### src/rtl/bil_pkg.sv
// Shared types and constants for the battery indicator LED PWM unit.
// No dependencies; the top level, the checker and the testbench use it.

package bil_pkg;

	localparam int SAMPLE_W = 12;
	localparam int LVL_W    = 11;
	localparam int COLOR_W  = 16;
	localparam int BRIGHT_W = 8;
	localparam int CH_W     = 6;	// widest RGB565 channel (green)
	localparam int MQ_W     = 16;	// peak on-time factor, Q0.16
	localparam int BQ_W     = 17;	// brightness factor, Q0.16 up to 1.0
	localparam int Q_W      = 17;	// scaled channel value before the channel divide
	localparam int CFG_W    = 16;

	localparam logic [LVL_W-1:0]    PWM_TOP      = 11'd2047;
	localparam logic [LVL_W-1:0]    ON_FLOOR     = 11'd180;
	localparam logic [MQ_W-1:0]     MAX_ON_Q     = 16'd52429;
	localparam logic [BQ_W-1:0]     MIN_BRIGHT_Q = 17'd3277;
	localparam logic [BQ_W-1:0]     FULL_BRIGHT_Q = 17'd65536;
	localparam logic [BRIGHT_W-1:0] BRIGHT_FLOOR = 8'd13;
	localparam logic [BRIGHT_W-1:0] BRIGHT_FULL  = 8'd255;
	localparam logic [SAMPLE_W-1:0] SAMPLE_FULL  = 12'd4095;
	localparam logic [COLOR_W-1:0]  CYAN565      = 16'h07FF;
	localparam logic [CH_W-1:0]     CMAX5        = 6'd31;
	localparam logic [CH_W-1:0]     CMAX6        = 6'd63;

	// Register reset values.
	localparam logic [BRIGHT_W-1:0] RST_BRIGHTNESS = 8'd255;
	localparam logic [COLOR_W-1:0]  RST_COLOR      = 16'h07E0;

	typedef logic [1:0] reg_idx_t;
	localparam reg_idx_t REG_BRIGHTNESS   = 2'd0;
	localparam reg_idx_t REG_OVERRIDE_EN  = 2'd1;
	localparam reg_idx_t REG_OVERRIDE_CLR = 2'd2;
	localparam reg_idx_t REG_INDICATOR_ON = 2'd3;

	typedef logic [1:0] chan_idx_t;
	localparam chan_idx_t CH_RED   = 2'd0;
	localparam chan_idx_t CH_GREEN = 2'd1;
	localparam chan_idx_t CH_BLUE  = 2'd2;

	typedef struct packed {
		logic [SAMPLE_W-1:0] battery_sample;
		logic                charging;
	} in_item_t;

	typedef struct packed {
		logic [LVL_W-1:0] red_offtime;
		logic [LVL_W-1:0] green_offtime;
		logic [LVL_W-1:0] blue_offtime;
		logic             updated;
	} out_item_t;

endpackage

### src/rtl/bil_stream_if.sv
// Valid/ready stream channel carrying one payload word per handshake.
// The payload type is set per instance, normally a struct from bil_pkg.

interface bil_stream_if #(
	parameter type payload_t = logic
);
	logic     valid;
	logic     ready;
	payload_t data;

	modport source (output valid, output data, input ready);
	modport sink   (input valid, input data, output ready);
endinterface

### src/rtl/battery_indicator_led_pwm_unit.sv
// Battery indicator LED PWM unit: one result word of RGB off-times per tick word.
// Depends on bil_pkg and bil_stream_if.
//
//   Channel     Dir  Payload                                              Handshake
//   sample_in   in   battery_sample[11:0], charging                       valid/ready
//   level_out   out  red/green/blue_offtime[10:0], updated                valid/ready
//   cfg port    in   cfg_wr_en, cfg_index[1:0], cfg_wdata[15:0]           write enable only
//
// A tick without an update goes straight to the output stage. An update tick runs a
// bit-serial sequencer: all-off override goes straight there too; override color or
// charging runs the peak multiply, then a multiply and divide per channel; the battery
// blend divides for red and green first. The divider gives one quotient bit per cycle.
// Reset clears the ring, the tick prescaler and the held levels (all LEDs off).
// A new word is taken while the previous result still waits at the output register.

module battery_indicator_led_pwm_unit #(
	parameter int AVERAGE_DEPTH    = 3,
	parameter int TICKS_PER_UPDATE = 25
) (
	input  logic                      clk,
	input  logic                      arst_n,
	input  logic                      cfg_wr_en,
	input  bil_pkg::reg_idx_t         cfg_index,
	input  logic [bil_pkg::CFG_W-1:0] cfg_wdata,
	bil_stream_if.sink                sample_in,
	bil_stream_if.source              level_out
);

	localparam int DEN         = AVERAGE_DEPTH * 4095;
	localparam int SUM_W       = $clog2(DEN + 1);
	localparam int REM_W       = SUM_W + 1;
	localparam int NUM_BLEND_W = $clog2(63 * DEN + 1);
	localparam int NUM_W       = (NUM_BLEND_W > bil_pkg::Q_W) ? NUM_BLEND_W : bil_pkg::Q_W;
	localparam int CNT_W       = $clog2(NUM_W);
	localparam int ACC_W       = bil_pkg::BQ_W + bil_pkg::MQ_W;
	localparam int SCL_W       = ACC_W + 1;
	localparam int POS_W       = (AVERAGE_DEPTH > 1) ? $clog2(AVERAGE_DEPTH) : 1;
	localparam int TK_W        = $clog2(TICKS_PER_UPDATE + 1);
	localparam int MQ_STEPS    = bil_pkg::MQ_W;
	localparam int CH_STEPS    = bil_pkg::CH_W;

	typedef enum logic [3:0] {
		S_IDLE,
		S_RED_LD,
		S_RED_DIV,
		S_GRN_LD,
		S_GRN_DIV,
		S_MQ_LD,
		S_MQ_MUL,
		S_CH_LD,
		S_CH_MUL,
		S_CH_DIV,
		S_FINISH
	} state_t;

	state_t state_q;

	// Configuration registers.
	logic [bil_pkg::BRIGHT_W-1:0] brightness_q;
	logic                         override_en_q;
	logic [bil_pkg::COLOR_W-1:0]  override_color_q;
	logic                         indicator_on_q;

	// Battery averaging state.
	logic [bil_pkg::SAMPLE_W-1:0] ring_q [AVERAGE_DEPTH];
	logic [POS_W-1:0]             pos_q;
	logic [SUM_W-1:0]             sum_q;
	logic [TK_W-1:0]              tick_q;

	// Channel values and held levels.
	logic [4:0]                   red_q;
	logic [5:0]                   grn_q;
	logic [4:0]                   blu_q;
	logic [bil_pkg::LVL_W-1:0]    held_q [3];
	logic                         upd_q;
	bil_pkg::chan_idx_t           chan_idx_q;
	logic [bil_pkg::MQ_W-1:0]     maxq_q;

	// Serial multiplier and divider.
	logic [ACC_W-1:0]             acc_q;
	logic [bil_pkg::BQ_W-1:0]     mcand_q;
	logic [bil_pkg::MQ_W-1:0]     mplr_q;
	logic [NUM_W-1:0]             num_q;
	logic [REM_W-1:0]             rem_q;
	logic [NUM_W-1:0]             quo_q;
	logic [CNT_W-1:0]             cnt_q;

	// Output register.
	logic                         out_valid_q;
	bil_pkg::out_item_t           out_q;

	logic                         accept;
	logic                         out_free;
	logic [bil_pkg::BQ_W-1:0]     bq;
	logic [bil_pkg::CH_W-1:0]     chan_c;
	logic [REM_W-1:0]             div_d;
	logic [REM_W-1:0]             rem_sh;
	logic                         div_ge;
	logic [REM_W-1:0]             rem_nx;
	logic [NUM_W-1:0]             quo_nx;
	logic [ACC_W-1:0]             acc_nx;
	logic [SCL_W-1:0]             scaled;
	logic [NUM_W-1:0]             on_f;
	logic [NUM_W-1:0]             on_c;
	logic [bil_pkg::LVL_W-1:0]    level;
	logic [bil_pkg::SAMPLE_W-1:0] depletion;
	logic [SUM_W-1:0]             diff;

	assign accept    = sample_in.valid && (state_q == S_IDLE);
	assign out_free  = !out_valid_q || level_out.ready;
	assign depletion = bil_pkg::SAMPLE_FULL - sample_in.data.battery_sample;
	assign diff      = SUM_W'(DEN) - sum_q;

	assign sample_in.ready = (state_q == S_IDLE);
	assign level_out.valid = out_valid_q;
	assign level_out.data  = out_q;

	// Brightness factor: b*65536/255 is b*257 below full scale, exactly 1.0 at full, MIN_BRIGHT_Q below BRIGHT_FLOOR.
	always_comb begin
		if (brightness_q < bil_pkg::BRIGHT_FLOOR) begin
			bq = bil_pkg::MIN_BRIGHT_Q;
		end else if (brightness_q == bil_pkg::BRIGHT_FULL) begin
			bq = bil_pkg::FULL_BRIGHT_Q;
		end else begin
			bq = {1'b0, brightness_q, brightness_q};
		end
	end

	always_comb begin
		case (chan_idx_q)
			bil_pkg::CH_RED:   chan_c = {1'b0, red_q};
			bil_pkg::CH_GREEN: chan_c = grn_q;
			default:           chan_c = {1'b0, blu_q};
		endcase
	end

	always_comb begin
		if (state_q == S_CH_DIV) begin
			div_d = (chan_idx_q == bil_pkg::CH_GREEN) ? REM_W'(bil_pkg::CMAX6)
			                                          : REM_W'(bil_pkg::CMAX5);
		end else begin
			div_d = REM_W'(DEN);
		end
	end

	// One restoring-division step: bring in the next numerator bit, subtract if it fits.
	assign rem_sh = {rem_q[REM_W-2:0], num_q[NUM_W-1]};
	assign div_ge = (rem_sh >= div_d);
	assign rem_nx = div_ge ? (rem_sh - div_d) : rem_sh;
	assign quo_nx = {quo_q[NUM_W-2:0], div_ge};

	// One shift-add multiply step, multiplier taken MSB first.
	assign acc_nx = (acc_q << 1) + (mplr_q[bil_pkg::MQ_W-1] ? ACC_W'(mcand_q) : '0);

	// Times PWM_TOP (2^11 - 1), then drop the Q0.16 fraction.
	assign scaled = (SCL_W'(acc_nx) << bil_pkg::LVL_W) - SCL_W'(acc_nx);

	always_comb begin
		if ((chan_c != '0) && (quo_nx < NUM_W'(bil_pkg::ON_FLOOR))) begin
			on_f = NUM_W'(bil_pkg::ON_FLOOR);
		end else begin
			on_f = quo_nx;
		end
		if (on_f > NUM_W'(bil_pkg::PWM_TOP)) begin
			on_c = NUM_W'(bil_pkg::PWM_TOP);
		end else begin
			on_c = on_f;
		end
		level = bil_pkg::LVL_W'(NUM_W'(bil_pkg::PWM_TOP) - on_c);
	end

	always_ff @(posedge clk or negedge arst_n) begin
		if (!arst_n) begin
			state_q          <= S_IDLE;
			brightness_q     <= bil_pkg::RST_BRIGHTNESS;
			override_en_q    <= 1'b0;
			override_color_q <= bil_pkg::RST_COLOR;
			indicator_on_q   <= 1'b1;
			for (int i = 0; i < AVERAGE_DEPTH; i++) begin
				ring_q[i] <= '0;
			end
			pos_q       <= '0;
			sum_q       <= '0;
			tick_q      <= '0;
			for (int i = 0; i < 3; i++) begin
				held_q[i] <= bil_pkg::PWM_TOP;
			end
			upd_q       <= 1'b0;
			chan_idx_q  <= bil_pkg::CH_RED;
			cnt_q       <= '0;
			out_valid_q <= 1'b0;
		end else begin
			if (cfg_wr_en) begin
				case (cfg_index)
					bil_pkg::REG_BRIGHTNESS:   brightness_q <= cfg_wdata[bil_pkg::BRIGHT_W-1:0];
					bil_pkg::REG_OVERRIDE_EN:  override_en_q <= cfg_wdata[0];
					bil_pkg::REG_OVERRIDE_CLR: override_color_q <= cfg_wdata;
					bil_pkg::REG_INDICATOR_ON: indicator_on_q <= cfg_wdata[0];
					default: ;
				endcase
			end

			// In S_FINISH the output register is reloaded below instead.
			if (out_valid_q && level_out.ready && (state_q != S_FINISH)) begin
				out_valid_q <= 1'b0;
			end

			case (state_q)
				S_IDLE: begin
					if (accept) begin
						if (tick_q >= TK_W'(TICKS_PER_UPDATE)) begin
							tick_q <= TK_W'(1);
							upd_q  <= 1'b1;
							if (override_en_q) begin
								if (indicator_on_q) begin
									red_q   <= override_color_q[15:11];
									grn_q   <= override_color_q[10:5];
									blu_q   <= override_color_q[4:0];
									state_q <= S_MQ_LD;
								end else begin
									for (int i = 0; i < 3; i++) begin
										held_q[i] <= bil_pkg::PWM_TOP;
									end
									state_q <= S_FINISH;
								end
							end else if (sample_in.data.charging) begin
								red_q   <= bil_pkg::CYAN565[15:11];
								grn_q   <= bil_pkg::CYAN565[10:5];
								blu_q   <= bil_pkg::CYAN565[4:0];
								state_q <= S_MQ_LD;
							end else begin
								// Keep a running sum so the average needs no pass over the ring.
								ring_q[pos_q] <= depletion;
								sum_q <= sum_q - SUM_W'(ring_q[pos_q]) + SUM_W'(depletion);
								pos_q <= (pos_q == POS_W'(AVERAGE_DEPTH - 1)) ? '0 : pos_q + 1'b1;
								state_q <= S_RED_LD;
							end
						end else begin
							tick_q  <= tick_q + 1'b1;
							upd_q   <= 1'b0;
							state_q <= S_FINISH;
						end
					end
				end

				S_RED_LD: begin
					num_q   <= (NUM_W'(sum_q) << 5) - NUM_W'(sum_q);
					rem_q   <= '0;
					quo_q   <= '0;
					cnt_q   <= '0;
					state_q <= S_RED_DIV;
				end

				S_RED_DIV: begin
					num_q <= num_q << 1;
					rem_q <= rem_nx;
					quo_q <= quo_nx;
					cnt_q <= cnt_q + 1'b1;
					if (cnt_q == CNT_W'(NUM_W - 1)) begin
						red_q   <= quo_nx[4:0];
						state_q <= S_GRN_LD;
					end
				end

				S_GRN_LD: begin
					num_q   <= (NUM_W'(diff) << 6) - NUM_W'(diff);
					rem_q   <= '0;
					quo_q   <= '0;
					cnt_q   <= '0;
					state_q <= S_GRN_DIV;
				end

				S_GRN_DIV: begin
					num_q <= num_q << 1;
					rem_q <= rem_nx;
					quo_q <= quo_nx;
					cnt_q <= cnt_q + 1'b1;
					if (cnt_q == CNT_W'(NUM_W - 1)) begin
						grn_q   <= quo_nx[5:0];
						blu_q   <= '0;
						state_q <= S_MQ_LD;
					end
				end

				S_MQ_LD: begin
					acc_q   <= '0;
					mcand_q <= bq;
					mplr_q  <= bil_pkg::MAX_ON_Q;
					cnt_q   <= '0;
					state_q <= S_MQ_MUL;
				end

				S_MQ_MUL: begin
					acc_q  <= acc_nx;
					mplr_q <= mplr_q << 1;
					cnt_q  <= cnt_q + 1'b1;
					if (cnt_q == CNT_W'(MQ_STEPS - 1)) begin
						maxq_q     <= acc_nx[bil_pkg::MQ_W +: bil_pkg::MQ_W];
						chan_idx_q <= bil_pkg::CH_RED;
						state_q    <= S_CH_LD;
					end
				end

				S_CH_LD: begin
					acc_q   <= '0;
					mcand_q <= bil_pkg::BQ_W'(maxq_q);
					mplr_q  <= {chan_c, (bil_pkg::MQ_W - bil_pkg::CH_W)'(0)};
					cnt_q   <= '0;
					state_q <= S_CH_MUL;
				end

				S_CH_MUL: begin
					acc_q  <= acc_nx;
					mplr_q <= mplr_q << 1;
					if (cnt_q == CNT_W'(CH_STEPS - 1)) begin
						num_q   <= NUM_W'(scaled[SCL_W-1:16]);
						rem_q   <= '0;
						quo_q   <= '0;
						cnt_q   <= '0;
						state_q <= S_CH_DIV;
					end else begin
						cnt_q <= cnt_q + 1'b1;
					end
				end

				S_CH_DIV: begin
					num_q <= num_q << 1;
					rem_q <= rem_nx;
					quo_q <= quo_nx;
					cnt_q <= cnt_q + 1'b1;
					if (cnt_q == CNT_W'(NUM_W - 1)) begin
						held_q[chan_idx_q] <= level;
						if (chan_idx_q == bil_pkg::CH_BLUE) begin
							state_q <= S_FINISH;
						end else begin
							chan_idx_q <= chan_idx_q + 1'b1;
							state_q    <= S_CH_LD;
						end
					end
				end

				S_FINISH: begin
					if (out_free) begin
						out_q.red_offtime   <= held_q[0];
						out_q.green_offtime <= held_q[1];
						out_q.blue_offtime  <= held_q[2];
						out_q.updated       <= upd_q;
						out_valid_q         <= 1'b1;
						state_q             <= S_IDLE;
					end
				end

				default: begin
					state_q <= S_IDLE;
				end
			endcase
		end
	end

endmodule

### src/flat_wrapper.sv
// flat-port wrapper written by rule: the top's interface ports become plain ports
module battery_indicator_led_pwm_unit_flat import bil_pkg::*;
#(
	parameter int AVERAGE_DEPTH    = 3,
	parameter int TICKS_PER_UPDATE = 25
)
  (clk, arst_n, cfg_wr_en, cfg_index, cfg_wdata, sample_in_valid, sample_in_data, sample_in_ready, level_out_valid, level_out_data, level_out_ready);
  bil_stream_if #(.payload_t(in_item_t)) sample_in_i ();
  bil_stream_if #(.payload_t(out_item_t)) level_out_i ();
  input  logic clk;
  input  logic arst_n;
  input  logic cfg_wr_en;
  input  bil_pkg::reg_idx_t cfg_index;
  input  logic [bil_pkg::CFG_W-1:0] cfg_wdata;
  input wire logic [$bits(sample_in_i.valid)-1:0] sample_in_valid;
  input wire logic [$bits(sample_in_i.data)-1:0] sample_in_data;
  output wire logic [$bits(sample_in_i.ready)-1:0] sample_in_ready;
  output wire logic [$bits(level_out_i.valid)-1:0] level_out_valid;
  output wire logic [$bits(level_out_i.data)-1:0] level_out_data;
  input wire logic [$bits(level_out_i.ready)-1:0] level_out_ready;
  assign sample_in_i.valid = sample_in_valid;
  assign sample_in_i.data = sample_in_data;
  assign sample_in_ready = sample_in_i.ready;
  assign level_out_valid = level_out_i.valid;
  assign level_out_data = level_out_i.data;
  assign level_out_i.ready = level_out_ready;
  battery_indicator_led_pwm_unit #(.AVERAGE_DEPTH(AVERAGE_DEPTH), .TICKS_PER_UPDATE(TICKS_PER_UPDATE)) u_core (.clk(clk), .arst_n(arst_n), .cfg_wr_en(cfg_wr_en), .cfg_index(cfg_index), .cfg_wdata(cfg_wdata), .sample_in(sample_in_i), .level_out(level_out_i));
endmodule
### config.mk
export PLATFORM = sky130hd
export DESIGN_NAME = battery_indicator_led_pwm_unit_flat
export DESIGN_NICKNAME = d
export VERILOG_FILES = /design/src/rtl/bil_pkg.sv /design/src/rtl/bil_stream_if.sv /design/src/rtl/battery_indicator_led_pwm_unit.sv /design/src/flat_wrapper.sv
export SDC_FILE = /design/constraint.sdc
export NUM_CORES = 1
export LEC_CHECK = 0
export BUFFER_PORTS_ARGS = -buffer_cell sky130_fd_sc_hd__buf_4
export CAP_MARGIN = 30
export CELL_PAD_IN_SITES_DETAIL_PLACEMENT = 1
export CELL_PAD_IN_SITES_GLOBAL_PLACEMENT = 1
export CORE_ASPECT_RATIO = 1.4
export CORE_MARGIN = 1
export CORE_UTILIZATION = 25
export DETAILED_ROUTE_END_ITERATION = 8
export PLACE_DENSITY_LB_ADDON = 0.1
export SLEW_MARGIN = 20
export SYNTH_ARGS = -nofsm -noshare
export SYNTH_HDL_FRONTEND = slang
export SYNTH_SLANG_ARGS = --single-unit
### constraint.sdc
create_clock -name clk -period 5.1 [get_ports clk]
set_clock_uncertainty 0.05 [all_clocks]
set_input_delay 0.255 -clock clk [delete_from_list [all_inputs] [get_ports clk]]
set_output_delay 0.255 -clock clk [all_outputs]
set_load 0.005 [all_outputs]
==> flow_metrics.py <==
metrics = {
    "outcome": {
        "status": "finished, final reports clean",
    },
    "synthesis": {
        "synth_area_um2": 17800,
        "ys.flop_type": "edfxtp_1",
        "synth-seq-area-share_pct": 49.6,
        "synthArstFlopShare_pct": 41.2,
        "synth_top_area_share_pct": 31.1,
        "syn_inst": 1719,
        "ys_types": 80,
        "synth_edf_count": 184,
        "synth_area_leaders": "edfxtp_1 31%, dfrtp_1 11%, dfstp_2 7.1%",
        "synth_top_cell_by_area": "edfxtp_1",
        "synth_seq_cells": 313,
        "synth_nets": 1861,
        "yosys_warnings": 0,
        "syn_avg_cell_area_um2": 10.3,
    },
    "drt": {
        "totalWireLength_um": 52700,
        "vias_per_cell": 4.65,
        "antenna_left": 0,
        "wl_per_cell_um": 18.4,
        "drc": 0,
        "vias": 13300,
        "drt_first_iter_violations": 550,
        "firstDrtPassIters": 4,
    },
    "power_and_ir_drop": {
        "irDropWorstVdd_mv": 0.224,
        "power.total_mw": 6.58,
        "power_density_nw_per_um2": 301,
        "cellLeakagePower_nw": 8.80,
    },
    "floorplanning": {
        "io-pin-count": 72,
        "die_area_um2": 72200,
        "die_x_um": 227,
        "core_um2": 70400,
        "die_y_um": 318,
        "rows": 115,
        "initial_core_util_pct": 25.3,
    },
    "sta": {
        "slew_violations": 0,
        "worst_slew_pin_slew_ns": 0.878,
        "hold_viol": 0,
        "relSlewSlack_pct": 41.0,
        "setup_ws_ns": 0.264,
        "min_period_ns": 4.84,
        "fmax_mhz": 207,
        "finalSetupViolCount": 0,
        "fin_crit_sh_pct": 94.8,
        "tns_ns": 0,
        "hold_slack_ns": 0.0503,
    },
    "setup_path": {
        "cp-start-kind": "register",
        "end_kind": "register",
        "crit_required_ns": 5.36,
        "worstPathArrival_ns": 5.10,
        "reg2reg_slack_ns": 0.26,
        "worstSetupPathType": "reg2reg",
        "critPathMaxFanout": 5,
    },
    "global_routing": {
        "antenna_found_initial": 0,
        "grt-ovfl-total": 0,
        "grt_use_total_pct": 15.0,
        "grt_pass1_wl_um": 83900,
        "grt_pass1_vias": 14600,
        "grt_start_max_net_pins": 86,
    },
    "placement": {
        "dp.cells": 2743,
        "place_area_um2": 19900,
        "dpl_worst_slack_ns": 0.0354,
        "dp_hpwl_um": 39900,
        "io_buffers": 71,
        "gp_congestion": 0.783,
    },
    "job": {
        "cap_violations": 0,
    },
    "final_layout": {
        "syn2layout_area_growth_pct": 22.7,
        "finalNonFillerCells": 2858,
        "n_fill_cell": 7842,
        "finalCoreUtilization_pct": 31.0,
        "diodes": 0,
        "fin_nets": 2034,
        "stdcell_area_um2": 21800,
        "layout-drive-gt1-share_pct": 19.7,
    },
    "clock_tree": {
        "clk_pin_slew_ns": 0.06,
        "clock_sinks": 313,
        "clkLatencyLatePin_ns": 0.58,
        "cts_buffer_depth": 3,
        "cts_tree": "built",
        "htree_levels": 2,
        "cts_root_buf": "clkbuf_16",
        "cts_buffers": 38,
    },
    "worst_hold_path": {
        "hold_class": "in2reg",
    },
}
==> cell type report <==
class                      instances  area (um^2)  share of cell area [%]
clock inverter                    16          168                   0.769
sequential                       313         8810                    40.4
multi-input combinational       1240         8580                    39.3
clock buffer                      54         1120                    5.15
inverter                         104          390                    1.79
tap                              936         1170                    5.37
timing repair buffer             195         1570                    7.18
==> synthesized netlist by cell type (49+ instances only) <==
cell type  count
a21oi_1      113
and2_1        49
clkbuf_1      56
dfrtp_1       81
edfxtp_1     184
ha_1          92
inv_1        103
mux2_2        56
nand2_1      181
nor2_1       147
o21ai_0      109
xnor2_1       68
==> routing by layer <==
metal	part of all wire, %	global-route usage, %	routed length (um)
met5	0	0	0
met4	2.1	4.00	1100
met3	2.2	1.99	1180
met2	54	27.8	28300
met1	42	17.7	22100
==> cells in the final DEF, fill, tap and decap left out, types with 8 or more instances in the layout <==
cell type	count
and3_1	20
nand2_1	181
a222oi_1	10
a21o_1	28
nor3_1	26
o21ai_0	108
dfrtp_1	81
or3_1	8
a31oi_1	18
nor2b_1	10
mux2i_1	18
nor2_1	145
dlygate4sd3_1	33
a21oi_1	107
nand3_1	42
or2_2	8
clkinv_2	10
xor2_1	30
ha_1	87
o21bai_1	9
xnor2_1	67
clkbuf_16	40
o22ai_1	11
buf_4	157
a211oi_1	9
nand2b_1	16
dfstp_2	48
inv_1	103
o211ai_1	12
fa_1	14
o21a_1	9
nand4_1	10
nor3b_1	9
edfxtp_1	184
mux2_2	56
and2_1	49
==> worst max-delay path, cell delays in order (launching register included) <==
cell and delay [ns]:
edfxtp_1 0.44, and2_1 0.17, ha_1 0.21, fa_1 0.40, a21o_1 0.23, a221oi_4 0.34
or3_4 0.20, nand3_1 0.15, a31oi_4 0.22, nor2_2 0.08, and4_2 0.28, nand2_1 0.11
xor2_2 0.09, ha_4 0.30, nand3_2 0.11, nor3_4 0.24, nand2_1 0.11, o21ai_4 0.21
a21oi_1 0.10, nor2b_1 0.14, or4_1 0.39
==> cell families after synthesis <==
group                    share of synthesized area [%]
flip-flops                                        49.6
buffers and inverters                             3.52
AO/OA/AOI/OAI                                     14.3
multiplexers                                      4.56
adder cells (fa/ha/maj)                           8.11
AND/OR/NAND/NOR                                   14.9
XOR/XNOR                                          4.97
==> repair_timing <==
item | in CTS | in global routing
resized for setup | 0 | 31
setup buffers | 0 | 8
setup endpoints to repair | 0 | 11
endpoints found under the hold margin | 124 | 0
hold buffers | 33 | 0
==> power breakdown <==
part | total [mW] | switching, mW | internal (mW)
clock network | 2.79 | 1.18 | 1.61
registers | 2.85 | 0.0477 | 2.80
logic | 0.939 | 0.512 | 0.426
==> registers in the layout, indices dropped and copies added (netlist names), 2 cells and up <==
name                     flops
u_core.acc_q                32
u_core.blu_q                 5
u_core.brightness_q          8
u_core.chan_idx_q            2
u_core.cnt_q                 5
u_core.grn_q                 6
u_core.held_q               33
u_core.level_out.data       34
u_core.maxq_q               16
u_core.mcand_q              17
u_core.mplr_q               16
u_core.num_q                20
u_core.override_color_q     16
u_core.pos_q                 2
u_core.quo_q                19
u_core.red_q                 5
u_core.rem_q                14
u_core.ring_q               36
u_core.state_q               4
u_core.sum_q                14
u_core.tick_q                5
==> final timing paths <==
kind	to	depth (start not counted)	start
min	u_core.override_en_q$_DFFE_PN0P_	4	cfg_wr_en
max reg2reg	u_core.num_q[17]$_DFFE_PP_	20	u_core.mplr_q[15]$_SDFFCE_PP1P_
max in group asynchronous	u_core.override_color_q[4]$_DFFE_PN0P_	3	arst_n
max	u_core.num_q[17]$_DFFE_PP_	20	u_core.mplr_q[15]$_SDFFCE_PP1P_
min in group asynchronous	u_core.ring_q[14]$_DFFE_PN0P_	2	arst_n
min reg2reg	u_core.level_out.data[0]$_DFFE_PP_	0	u_core.upd_q$_DFFE_PN0P_
Power figures use the tool's default switching activity.
